[src/hdl/stwf_pkg.sv]
// Shared types and constants for the spin target window filter.
// No dependencies; every other file in hdl/ refers to this package by scoped names.
package stwf_pkg;

  localparam int DATA_W = 16;

  typedef logic signed [DATA_W-1:0] coord_t;

  // One history entry: filtered x, raw y and raw z.
  typedef struct packed {
    coord_t x;
    coord_t y;
    coord_t z;
  } entry_t;

  typedef enum logic [2:0] {
    S_IDLE = 3'b001,
    S_SCAN = 3'b010,
    S_PUSH = 3'b100
  } state_t;

endpackage

[src/hdl/stwf_in_if.sv]
// Input channel of the spin target window filter: valid/ready plus one position word.
// Depends on stwf_pkg.
interface stwf_in_if;
  logic            valid;
  logic            ready;
  logic            spin_mode;
  stwf_pkg::coord_t pos_x;
  stwf_pkg::coord_t pos_y;
  stwf_pkg::coord_t pos_z;

  modport source (output valid, spin_mode, pos_x, pos_y, pos_z, input ready);
  modport sink   (input valid, spin_mode, pos_x, pos_y, pos_z, output ready);
endinterface

[src/hdl/stwf_out_if.sv]
// Output channel of the spin target window filter: valid/ready plus one filtered word.
// Depends on stwf_pkg.
interface stwf_out_if;
  logic            valid;
  logic            ready;
  stwf_pkg::coord_t out_x;
  stwf_pkg::coord_t out_y;
  stwf_pkg::coord_t out_z;

  modport source (output valid, out_x, out_y, out_z, input ready);
  modport sink   (input valid, out_x, out_y, out_z, output ready);
endinterface

[src/hdl/stwf_cell.sv]
// One history cell of the filter's ring: holds one entry and hands it to the next cell.
// Depends on stwf_pkg.
module stwf_cell (
  input  logic             clk,
  input  logic             en,
  input  stwf_pkg::entry_t d,
  output stwf_pkg::entry_t q
);

  always_ff @(posedge clk) begin
    if (en) begin
      q <= d;
    end
  end

endmodule

[src/hdl/stwf_div.sv]
// Signed division by a constant, truncating toward zero, by reciprocal multiplication.
// Depends on stwf_pkg.
module stwf_div #(
  parameter int DW      = 22,
  parameter int DIVISOR = 20
) (
  input  logic                  clk,
  input  logic                  rst,
  input  logic                  start,
  input  logic signed [DW-1:0]  dividend,
  output logic                  busy,
  output stwf_pkg::coord_t      quot
);

  // floor(mag * RECIP / 2^SHIFT) equals floor(mag / DIVISOR) for every mag below 2^DW.
  localparam int L     = (DIVISOR > 1) ? $clog2(DIVISOR) : 1;
  localparam int SHIFT = DW + L;
  localparam int MW    = DW + 2;
  localparam int PW    = DW + MW;
  localparam logic [MW-1:0] RECIP =
    MW'(((64'd1 << SHIFT) / 64'(DIVISOR)) + 64'd1);

  logic [DW-1:0] mag;
  logic          neg;
  logic [PW-1:0] prod;
  logic [DW-1:0] qmag;
  logic [DW-1:0] qs;

  assign qmag = DW'(prod >> SHIFT);
  assign qs   = neg ? (~qmag + DW'(1)) : qmag;
  assign quot = qs[stwf_pkg::DATA_W-1:0];

  // Magnitude lands the cycle after start, the product the cycle after that.
  always_ff @(posedge clk) begin
    if (rst) begin
      busy <= 1'b0;
    end else begin
      busy <= start;
    end
  end

  always_ff @(posedge clk) begin
    if (start) begin
      neg <= dividend[DW-1];
      mag <= dividend[DW-1] ? (~dividend + DW'(1)) : dividend;
    end
    if (busy) begin
      prod <= PW'(mag) * PW'(RECIP);
    end
  end

endmodule

[src/hdl/spin_target_window_filter.sv]
// Top level of the spin target window filter: history ring of cells, min/max scan, mean dividers.
// Depends on stwf_pkg, stwf_in_if, stwf_out_if, stwf_cell and stwf_div.

// One position word is taken at a time. Its history lives in a ring of WINDOW cells; for
// every word the ring rotates once past a single min/max comparator at the oldest cell,
// while two reciprocal-multiply dividers, hidden under the rotation, form the y and z
// window means. A word passes from acceptance through the scan and push states into the
// output register, and the next word is taken only once the filter is back in idle.
// The result sits in an output register, so a slow sink stalls the block only when a
// second result is ready to load.
// Means are truncated toward zero; in spin mode with history, out_x is the centre of the
// min/max window shifted to contain the new x, rounded toward minus infinity.
module spin_target_window_filter #(
  parameter int WINDOW = 20
) (
  input  logic            clk,
  input  logic            rst,
  stwf_in_if.sink         in_ch,
  stwf_out_if.source      out_ch
);

  localparam int DW     = stwf_pkg::DATA_W;
  localparam int FILL_W = $clog2(WINDOW + 1);
  localparam int IDX_W  = $clog2(WINDOW);
  localparam int SUM_W  = DW + $clog2(WINDOW);
  localparam int TOT_W  = SUM_W + 1;
  localparam int EXT_W  = DW + 2;

  stwf_pkg::state_t state;
  logic             scan_done;
  logic [IDX_W-1:0] k;
  logic [FILL_W-1:0] fill;
  logic signed [SUM_W-1:0] y_sum;
  logic signed [SUM_W-1:0] z_sum;

  logic             spin_r;
  stwf_pkg::coord_t x_r;
  stwf_pkg::coord_t y_r;
  stwf_pkg::coord_t z_r;
  stwf_pkg::coord_t lo;
  stwf_pkg::coord_t hi;
  logic             have;

  logic             out_valid;
  stwf_pkg::coord_t ox_r;
  stwf_pkg::coord_t oy_r;
  stwf_pkg::coord_t oz_r;

  stwf_pkg::entry_t cell_d [WINDOW];
  stwf_pkg::entry_t cell_q [WINDOW];
  stwf_pkg::entry_t oldest;
  stwf_pkg::entry_t new_entry;
  logic             shift_en;

  logic             in_fire;
  logic             out_free;
  logic             push_fire;
  logic             full;
  logic             mean_ok;
  logic             take;
  logic signed [TOT_W-1:0] y_tot;
  logic signed [TOT_W-1:0] z_tot;
  logic             y_busy;
  logic             z_busy;
  stwf_pkg::coord_t y_mean;
  stwf_pkg::coord_t z_mean;
  stwf_pkg::coord_t ox;
  stwf_pkg::coord_t oy;
  stwf_pkg::coord_t oz;

  assign in_ch.ready = (state == stwf_pkg::S_IDLE);
  assign in_fire     = in_ch.valid && in_ch.ready;
  assign out_free    = !out_valid || out_ch.ready;
  assign push_fire   = (state == stwf_pkg::S_PUSH) && out_free;
  assign full        = (fill == FILL_W'(WINDOW));
  assign mean_ok     = (fill >= FILL_W'(WINDOW - 1));
  assign oldest      = cell_q[WINDOW-1];

  // History ring: rotate during the scan, push the new entry at cell 0.
  assign shift_en = ((state == stwf_pkg::S_SCAN) && !scan_done) || push_fire;
  assign cell_d[0] = push_fire ? new_entry : oldest;

  for (genvar i = 0; i < WINDOW; i++) begin : g_cell
    if (i > 0) begin : g_link
      assign cell_d[i] = cell_q[i-1];
    end
    stwf_cell u_cell (
      .clk (clk),
      .en  (shift_en),
      .d   (cell_d[i]),
      .q   (cell_q[i])
    );
  end

  // Window totals: stored sum plus the new sample, less the oldest when full.
  assign y_tot = TOT_W'(y_sum) + TOT_W'(in_ch.pos_y)
               - (full ? TOT_W'(oldest.y) : TOT_W'(0));
  assign z_tot = TOT_W'(z_sum) + TOT_W'(in_ch.pos_z)
               - (full ? TOT_W'(oldest.z) : TOT_W'(0));

  stwf_div #(.DW(TOT_W), .DIVISOR(WINDOW)) u_div_y (
    .clk      (clk),
    .rst      (rst),
    .start    (in_fire),
    .dividend (y_tot),
    .busy     (y_busy),
    .quot     (y_mean)
  );

  stwf_div #(.DW(TOT_W), .DIVISOR(WINDOW)) u_div_z (
    .clk      (clk),
    .rst      (rst),
    .start    (in_fire),
    .dividend (z_tot),
    .busy     (z_busy),
    .quot     (z_mean)
  );

  // Entry leaving the oldest cell at step k sits at depth WINDOW-1-k; valid if below fill.
  assign take = ((FILL_W+1)'(k) + (FILL_W+1)'(fill)) >= (FILL_W+1)'(WINDOW);

  always_comb begin
    logic signed [EXT_W-1:0] xe;
    logic signed [EXT_W-1:0] loe;
    logic signed [EXT_W-1:0] hie;
    logic signed [EXT_W-1:0] lo2;
    logic signed [EXT_W-1:0] hi2;
    logic signed [EXT_W-1:0] s;
    xe  = EXT_W'(x_r);
    loe = EXT_W'(lo);
    hie = EXT_W'(hi);
    lo2 = loe;
    hi2 = hie;
    if (xe > hie) begin
      lo2 = loe + (xe - hie);
      hi2 = xe;
    end else if (xe < loe) begin
      lo2 = xe;
      hi2 = hie + (xe - loe);
    end
    s = (lo2 + hi2) >>> 1;
    if (spin_r && have) begin
      ox = s[DW-1:0];
    end else begin
      ox = x_r;
    end
  end

  assign oy = (spin_r && mean_ok) ? y_mean : y_r;
  assign oz = (spin_r && mean_ok) ? z_mean : z_r;

  assign new_entry.x = ox;
  assign new_entry.y = y_r;
  assign new_entry.z = z_r;

  always_ff @(posedge clk) begin
    if (rst) begin
      state     <= stwf_pkg::S_IDLE;
      scan_done <= 1'b0;
      k         <= '0;
      have      <= 1'b0;
      fill      <= '0;
      y_sum     <= '0;
      z_sum     <= '0;
      out_valid <= 1'b0;
    end else begin
      if (push_fire) begin
        out_valid <= 1'b1;
      end else if (out_ch.valid && out_ch.ready) begin
        out_valid <= 1'b0;
      end
      case (state)
        stwf_pkg::S_IDLE: begin
          if (in_fire) begin
            state     <= stwf_pkg::S_SCAN;
            scan_done <= 1'b0;
            k         <= '0;
            have      <= 1'b0;
          end
        end
        stwf_pkg::S_SCAN: begin
          if (!scan_done) begin
            if (take) begin
              have <= 1'b1;
            end
            if (k == IDX_W'(WINDOW - 1)) begin
              scan_done <= 1'b1;
            end else begin
              k <= k + IDX_W'(1);
            end
          end else if (!y_busy && !z_busy) begin
            state <= stwf_pkg::S_PUSH;
          end
        end
        stwf_pkg::S_PUSH: begin
          if (out_free) begin
            state     <= stwf_pkg::S_IDLE;
            y_sum     <= y_sum + SUM_W'(y_r) - (full ? SUM_W'(oldest.y) : SUM_W'(0));
            z_sum     <= z_sum + SUM_W'(z_r) - (full ? SUM_W'(oldest.z) : SUM_W'(0));
            if (!full) begin
              fill <= fill + FILL_W'(1);
            end
          end
        end
        default: begin
          state <= stwf_pkg::S_IDLE;
        end
      endcase
    end
  end

  // Payload registers: latched word, running min/max, result.
  always_ff @(posedge clk) begin
    if (in_fire) begin
      spin_r <= in_ch.spin_mode;
      x_r    <= in_ch.pos_x;
      y_r    <= in_ch.pos_y;
      z_r    <= in_ch.pos_z;
    end
    if ((state == stwf_pkg::S_SCAN) && !scan_done && take) begin
      if (!have) begin
        lo <= oldest.x;
        hi <= oldest.x;
      end else begin
        if (oldest.x < lo) begin
          lo <= oldest.x;
        end
        if (oldest.x > hi) begin
          hi <= oldest.x;
        end
      end
    end
    if (push_fire) begin
      ox_r <= ox;
      oy_r <= oy;
      oz_r <= oz;
    end
  end

  assign out_ch.valid = out_valid;
  assign out_ch.out_x = ox_r;
  assign out_ch.out_y = oy_r;
  assign out_ch.out_z = oz_r;

`ifndef NO_ASSERTIONS
  a_fill_bound: assert property (@(posedge clk) disable iff (rst)
    fill <= FILL_W'(WINDOW))
    else $error("history fill count beyond window");

  a_push_after_scan: assert property (@(posedge clk) disable iff (rst)
    (state == stwf_pkg::S_PUSH) |-> (scan_done && !y_busy && !z_busy))
    else $error("push entered before scan and dividers finished");

  a_result_from_push: assert property (@(posedge clk) disable iff (rst)
    $rose(out_valid) |-> $past(state == stwf_pkg::S_PUSH))
    else $error("result raised outside push");

  a_fill_step: assert property (@(posedge clk) disable iff (rst)
    push_fire && !full |=> fill == $past(fill) + FILL_W'(1))
    else $error("fill count did not advance on push");
`endif

endmodule

[src/flat_wrapper.sv]
// flat-port wrapper written by rule: the top's interface ports become plain ports
module spin_target_window_filter_flat 
#(
  parameter int WINDOW = 20
)
  (clk, rst, in_ch_valid, in_ch_spin_mode, in_ch_pos_x, in_ch_pos_y, in_ch_pos_z, in_ch_ready, out_ch_valid, out_ch_out_x, out_ch_out_y, out_ch_out_z, out_ch_ready);
  stwf_in_if in_ch_i ();
  stwf_out_if out_ch_i ();
  input  logic clk;
  input  logic rst;
  input wire logic [$bits(in_ch_i.valid)-1:0] in_ch_valid;
  input wire logic [$bits(in_ch_i.spin_mode)-1:0] in_ch_spin_mode;
  input wire logic [$bits(in_ch_i.pos_x)-1:0] in_ch_pos_x;
  input wire logic [$bits(in_ch_i.pos_y)-1:0] in_ch_pos_y;
  input wire logic [$bits(in_ch_i.pos_z)-1:0] in_ch_pos_z;
  output wire logic [$bits(in_ch_i.ready)-1:0] in_ch_ready;
  output wire logic [$bits(out_ch_i.valid)-1:0] out_ch_valid;
  output wire logic [$bits(out_ch_i.out_x)-1:0] out_ch_out_x;
  output wire logic [$bits(out_ch_i.out_y)-1:0] out_ch_out_y;
  output wire logic [$bits(out_ch_i.out_z)-1:0] out_ch_out_z;
  input wire logic [$bits(out_ch_i.ready)-1:0] out_ch_ready;
  assign in_ch_i.valid = in_ch_valid;
  assign in_ch_i.spin_mode = in_ch_spin_mode;
  assign in_ch_i.pos_x = in_ch_pos_x;
  assign in_ch_i.pos_y = in_ch_pos_y;
  assign in_ch_i.pos_z = in_ch_pos_z;
  assign in_ch_ready = in_ch_i.ready;
  assign out_ch_valid = out_ch_i.valid;
  assign out_ch_out_x = out_ch_i.out_x;
  assign out_ch_out_y = out_ch_i.out_y;
  assign out_ch_out_z = out_ch_i.out_z;
  assign out_ch_i.ready = out_ch_ready;
  spin_target_window_filter #(.WINDOW(WINDOW)) u_core (.clk(clk), .rst(rst), .in_ch(in_ch_i), .out_ch(out_ch_i));
endmodule
[config.mk]
export PLATFORM = sky130hd
export DESIGN_NAME = spin_target_window_filter_flat
export DESIGN_NICKNAME = d
export VERILOG_FILES = /design/src/hdl/stwf_pkg.sv /design/src/hdl/stwf_in_if.sv /design/src/hdl/stwf_out_if.sv /design/src/hdl/stwf_cell.sv /design/src/hdl/stwf_div.sv /design/src/hdl/spin_target_window_filter.sv /design/src/flat_wrapper.sv
export SDC_FILE = /design/constraint.sdc
export NUM_CORES = 2
export LEC_CHECK = 0
export BUFFER_PORTS_ARGS = -buffer_cell sky130_fd_sc_hd__buf_2
export CORE_MARGIN = 4
export CORE_UTILIZATION = 45
export CTS_CLUSTER_SIZE = 30
export DETAILED_ROUTE_END_ITERATION = 12
export GPL_TIMING_DRIVEN = 1
export PLACE_DENSITY = 0.73
export SLEW_MARGIN = 15
export SYNTH_ARGS = -nofsm -noshare
export SYNTH_HDL_FRONTEND = slang
export SYNTH_SLANG_ARGS = --single-unit
[constraint.sdc]
create_clock -name clk -period 71.1 [get_ports clk]
set_clock_uncertainty 0.05 [all_clocks]
set_input_delay 7.11 -clock clk [delete_from_list [all_inputs] [get_ports clk]]
set_output_delay 7.11 -clock clk [all_outputs]
set_load 0.02 [all_outputs]
Yosys cells after proc, flatten, opt, wreduce, memory -nomap -nowiden
Cells that the tools add are included.
Cells by class
  add/subtract/negate cells: 20
  multipliers: 2
  $lt $le $gt $ge: 6
  equality and inequality tests: 14
  muxes and demuxes: 38
  bitwise logic cells: 5
  reduce and logical (&&, ||, !) cells: 21
Operators by type and width (count)
  16-bit two-way mux: 9
  22-bit by 23-bit multiplier with 43-bit output, second input constant: 2
  21-bit two-way mux: 4
  17-bit two-way mux: 4
  48-bit two-way mux: 1
  21-bit by 16-bit adder with 22-bit output: 2
  22-bit by 2-bit adder with 22-bit output, second input constant: 2
  22-bit two-way mux: 2
  22-bit NOT: 2
  22-bit subtractor: 2
  21-bit by 16-bit adder with 21-bit output: 2
  21-bit subtractor: 2
  16-bit by 17-bit adder with 17-bit output: 2
  16-bit by 16-bit subtractor with 17-bit output: 2
  16-bit by 1-bit adder with 16-bit output, second input constant: 2
  16-bit greater-than comparator: 2
  16-bit less-than comparator: 2
  16-bit NOT: 2
  17-bit adder: 1
  5-bit two-way mux: 3
  3-bit two-way mux: 4
  2-bit != test, second input constant: 6
  4-bit AND reduction: 3
  5-bit by 1-bit adder with 5-bit output, second input constant: 2
  other kinds (19): 41
Storage, ports and cells
  register bits after elaboration: 1280
  input bits: 53
  output and inout port bits: 50
  word-level logic and storage cells: 192

Depth between registers and ports, before layout
  depth after elaboration: 7
  mapped depth: 27
  depth with buffers taken out: 27

Modules after synthesis
A second synthesis with hierarchy kept.
Unflattened totals
  cells, all modules: 4967
  area, all modules: 65725.5 µm²
Modules (own cells, without submodules)
  stwf_cell: instances 20, cells an instance 48, area an instance 1441.4 µm², seq. area each 1441.4 µm²
  spin_target_window_filter: instances 1, cells an instance 2217, area an instance 18850.6 µm², seq. area each 5034.8 µm²
  stwf_div (u_core.u_div_y): instances 1, cells an instance 915, area an instance 9092.5 µm², seq. area each 1191.1 µm²
  stwf_div (u_core.u_div_z): instances 1, cells an instance 875, area an instance 8954.8 µm², seq. area each 1191.1 µm²

Worst setup path after synthesis
OpenSTA, ideal clock, no wires.
  path kind: flip-flop to flip-flop
  start point: register u_core.state[2]
  end point: register u_core.g_cell[0].u_cell.q[0] in the netlist's numbering, enable pin
  library setup time: 3.619 ns
  data arrival time: 67.229 ns
  required time: 67.431 ns
  path slack: 0.202 ns
  stages on the path, launching flop included: 4
  buffers on the path: 0
  clock period less this slack: 70.898 ns
  cells stage by stage: dfxtp_1 > nor2_1 > nand2_1 > o21ai_0
Between the ends
  word-level cells in the longest chain between the ends: 3
  elaborated cells between the ends (all ways): 5
  classes of those cells: eq/ne (2); reduce/logical (3)
RTL lines
  start: declaration: line spin_target_window_filter.sv:29  | stwf_pkg::state_t state;
  start signal: assignment: line spin_target_window_filter.sv:158  | state <= stwf_pkg::S_IDLE;
  start signal: assignment: line spin_target_window_filter.sv:175  | state <= stwf_pkg::S_SCAN;
  start signal: assignment: line spin_target_window_filter.sv:192  | state <= stwf_pkg::S_PUSH;
  3-bit by 2-bit == test with 1-bit output or 3-bit == test (tied branches): line spin_target_window_filter.sv:80, spin_target_window_filter.sv:74
  1-bit logical AND, on equally long branches: line spin_target_window_filter.sv:80, spin_target_window_filter.sv:74
  1-bit logical OR (*): line spin_target_window_filter.sv:80  | assign shift_en = ((state == stwf_pkg::S_SCAN) && !scan_done) || push_fire;
  named net u_core.g_cell[0].u_cell.en: line stwf_cell.sv:5  | input logic en,
  end signal: assignment: line stwf_cell.sv:12  | q <= d;
  end: declaration: line stwf_cell.sv:7  | output stwf_pkg::entry_t q
Mark *: on every way through the listed nets, which the timed path passes. The rest lies on a longest branch.
A chain may end at the register's enable or synchronous reset.

Worst setup path in the final report
  start point: input out_ch_ready
  end point: register u_core.g_cell[14].u_cell.q[2] in the netlist's numbering, enable pin
Between the ends
  word-level cells in the longest chain between the ends: 3
RTL lines
  start: declaration: line flat_wrapper.sv:21  | input wire logic [$bits(out_ch_i.ready)-1:0] out_ch_ready;
  1-bit logical OR: line spin_target_window_filter.sv:73  | assign out_free = !out_valid || out_ch.ready;
  1-bit logical AND: line spin_target_window_filter.sv:74  | assign push_fire = (state == stwf_pkg::S_PUSH) && out_free;
  1-bit logical OR: line spin_target_window_filter.sv:80
  named net u_core.g_cell[0].u_cell.en: line stwf_cell.sv:5
  end signal: assignment: line stwf_cell.sv:12
  end: declaration: line stwf_cell.sv:7
The timed path passes the listed nets, and every way through them passes these cells.

==> flow_summary.json <==
{
  "run_status": "completed",
  "number_of_vias_after_detailed_routing": 35140,
  "grt_antenna_before_repair": 13,
  "cp-end-kind": "flop",
  "post_dp_cell_area_mm2": 0.06743,
  "criticalPathCategory": "in -> reg",
  "start_util": 0.4544,
  "htree_levels": 3,
  "yosysTopAreaCellShare": 0.5427,
  "drv.max_cap_violation_count": 0,
  "cp.required_ns": 71.40,
  "synth_flop_cell": "edfxtp_1",
  "minimum_period_implied_by_the_final_worst_setup_slack_ns": 13.61,
  "clk_path_buf_depth": 3,
  "post_synth.cell_area_avg_um2": 13.51,
  "globalplace.congestion": 0.9328,
  "vertical_die_dimension_um": 386.8,
  "r2r.worst_path.cells": 23,
  "ys_top_cells_by_count": "1167 x edfxtp_1, 890 x inv_1, 544 x ha_1",
  "final_nets": 5954,
  "final.setup.tns_ns": 0,
  "cp_data_arrival_time_ns": 13.90,
  "antenna_left": 0,
  "cts.sink_count": 1226,
  "min_path_type": "reg -> reg",
  "vias_per_cell": 5.053,
  "die-area_mm2": 0.1496,
  "layout-drive-gt1-share": 0.07259,
  "largest_cells_by_area_after_synthesis": "edfxtp_1 54%, fa_1 12%, ha_1 11%",
  "grt_setup_unrepaired": "false",
  "postCtsHoldBufs": 0,
  "hold_start": "u_core.g_cell[18].u_cell.q[11]",
  "synthToLayoutAreaGrowth_pct": 10.37,
  "worst_setup_path_start_kind": "input port",
  "drt_first_pass_iters": 5,
  "numPortBuffers": 102,
  "rows": 138,
  "netlist_instances": 4781,
  "synth-seq-area-share": 0.5610,
  "synth_cell_type_count": 96,
  "routed_wire_length_per_instance_um": 17.88,
  "setup_viol_count_final": 0,
  "critical_path.reg2reg.startpoint": "u_core.u_div_y.mag[16]",
  "cts.clk_slew.worst_paths_ns": 0.06,
  "clk-insertion-delay-late_ns": 0.75,
  "grt_start_max_net_pins": 222,
  "post-route-period-util": 0.1914,
  "grt_first_pass_wirelength_um": 196400,
  "grt.total_usage": 0.1657,
  "cts-root-buf": "clkbuf_16",
  "slew_violations": 0,
  "synthDominantAreaCellType": "edfxtp_1",
  "critical_path.reg2reg.endpoint": "u_core.u_div_y.prod[42]",
  "syn_area_mm2": 0.06457,
  "io_count": 103,
  "gr-total-overflow": 0,
  "synth_edf_count": 1167,
  "async_reset_ff_frac": 0,
  "path_max_fanout": 206,
  "synth_register_bits": 1226,
  "post-synth-top-count-cell": "edfxtp_1",
  "tritoncts": "done",
  "hold_end": "u_core.g_cell[19].u_cell.q[11]",
  "post_cts_buffers": 0,
  "slew-limit-headroom": 0.2310,
  "dp_hpwl_um": 91650,
  "postSynthNetCount": 5778,
  "post_cts_resized": 0,
  "timing.fmax_ghz": 0.07349,
  "route.detailed.drc": 0,
  "finalInstanceArea_mm2": 0.07127,
  "cts_inserted_buffers": 115,
  "drt-initial-drc-count": 2568,
  "die_w_um": 386.8,
  "timing_hold_violations_final": 0,
  "worst_hold_path_stage_count": 0,
  "grt_pass1_vias": 35510,
  "yosysWarningCount": 0,
  "detail_route.wirelength_um": 124300,
  "timing.reg2reg.setup_slack_ns": 63.38,
  "placeableCoreArea_mm2": 0.1421,
  "timing_worst_slew_pin_value_ns": 1.151
}
[per-stage QoR]
stage          hold WS, ns  utilization  cells  setup slack (ns)
2_1_floorplan       0.3503            -   4781            0.2019
6_report            0.3074       0.5015   6954             57.49
4_1_cts             0.2991       0.5014   6946             57.44
3_3_place_gp        0.3506       0.4745   6730             56.74
3_5_place_dp        0.3545       0.4745   6730             56.61
5_1_grt             0.3243       0.5015   6950             56.92
[critical path, cell delays in order]
cell,delay (ns)
buf_2,0.08
nand2b_1,0.29
nand3_4,0.56
o21ai_4,0.21
buf_4,0.83
buf_4,0.97
buf_4,0.99
buf_4,0.82
buf_12,0.75
buf_4,0.97
[layout by cell type, fill, tap and decap left out, types with 115 or more instances in the layout]
| cell type | instances |
|---|---|
| a21oi_1 | 203 |
| clkbuf_16 | 115 |
| edfxtp_1 | 1167 |
| fa_1 | 400 |
| ha_1 | 544 |
| inv_1 | 888 |
| nand2_1 | 274 |
| nor2_1 | 172 |
| o21ai_0 | 170 |
| xnor2_1 | 135 |
[sequential cells by signal, summed over array words and instances, names as in the netlist, 21 cells and up]
| name | cells |
|---|---|
| u_core.u_div_z.mag | 22 |
| u_core.y_sum | 21 |
| u_core.u_div_y.mag | 22 |
| u_core.g_cell.u_cell.q | 960 |
| u_core.z_sum | 21 |
[cells by family (layout without fill, tap and decap cells)]
kind of cell | count (synthesis) | count (layout) | share of synthesized area
other cells | 0 | 8 | 0
fa+ha+maj | 944 | 944 | 0.2294
flops | 1226 | 1226 | 0.5610
xor+xnor | 220 | 220 | 0.03007
mux | 20 | 20 | 0.003468
buf+inv | 955 | 1230 | 0.05573
simple gates | 742 | 742 | 0.05495
compound gates | 674 | 674 | 0.06534
[metal layers]
metal / wire (um) / up-vias / track usage
li1: - / 16740 / -
met1: 59810 / 17450 / 0.2501
met2: 55190 / 796 / 0.2543
met3: 6948 / 153 / 0.02506
met4: 2357 / 2 / 0.03878
met5: 15 / - / 0
[worst max path at each step]
stage | from | slack [ns] | cells after the start | endpoint
2_1_floorplan | u_core.state[2] | 0.20 | 3 | u_core.g_cell[0].u_cell.q[0]
3_3_place_gp | out_ch_ready | 56.74 | 10 | u_core.g_cell[14].u_cell.q[3]
3_5_place_dp | out_ch_ready | 56.61 | 10 | u_core.g_cell[15].u_cell.q[11]
4_1_cts | out_ch_ready | 57.44 | 10 | u_core.g_cell[15].u_cell.q[11]
5_1_grt | out_ch_ready | 56.92 | 10 | u_core.g_cell[16].u_cell.q[2]
6_report | out_ch_ready | 57.49 | 10 | u_core.g_cell[14].u_cell.q[2]
[area by class of cell]
type | count | area [um2]
Antenna cell | 8 | 20.02
Clock buffer | 134 | 2989
Clock inverter | 82 | 829.5
Fill cell | 11850 | 70840
Inverter | 892 | 3353
Multi-Input combinational cell | 2600 | 24800
Sequential cell | 1226 | 36220
Tap cell | 1890 | 2365
Timing Repair Buffer | 122 | 685.7
Power is not shown: default switching activity piles up to over one toggle a cycle in this logic, so the estimate is an artifact.
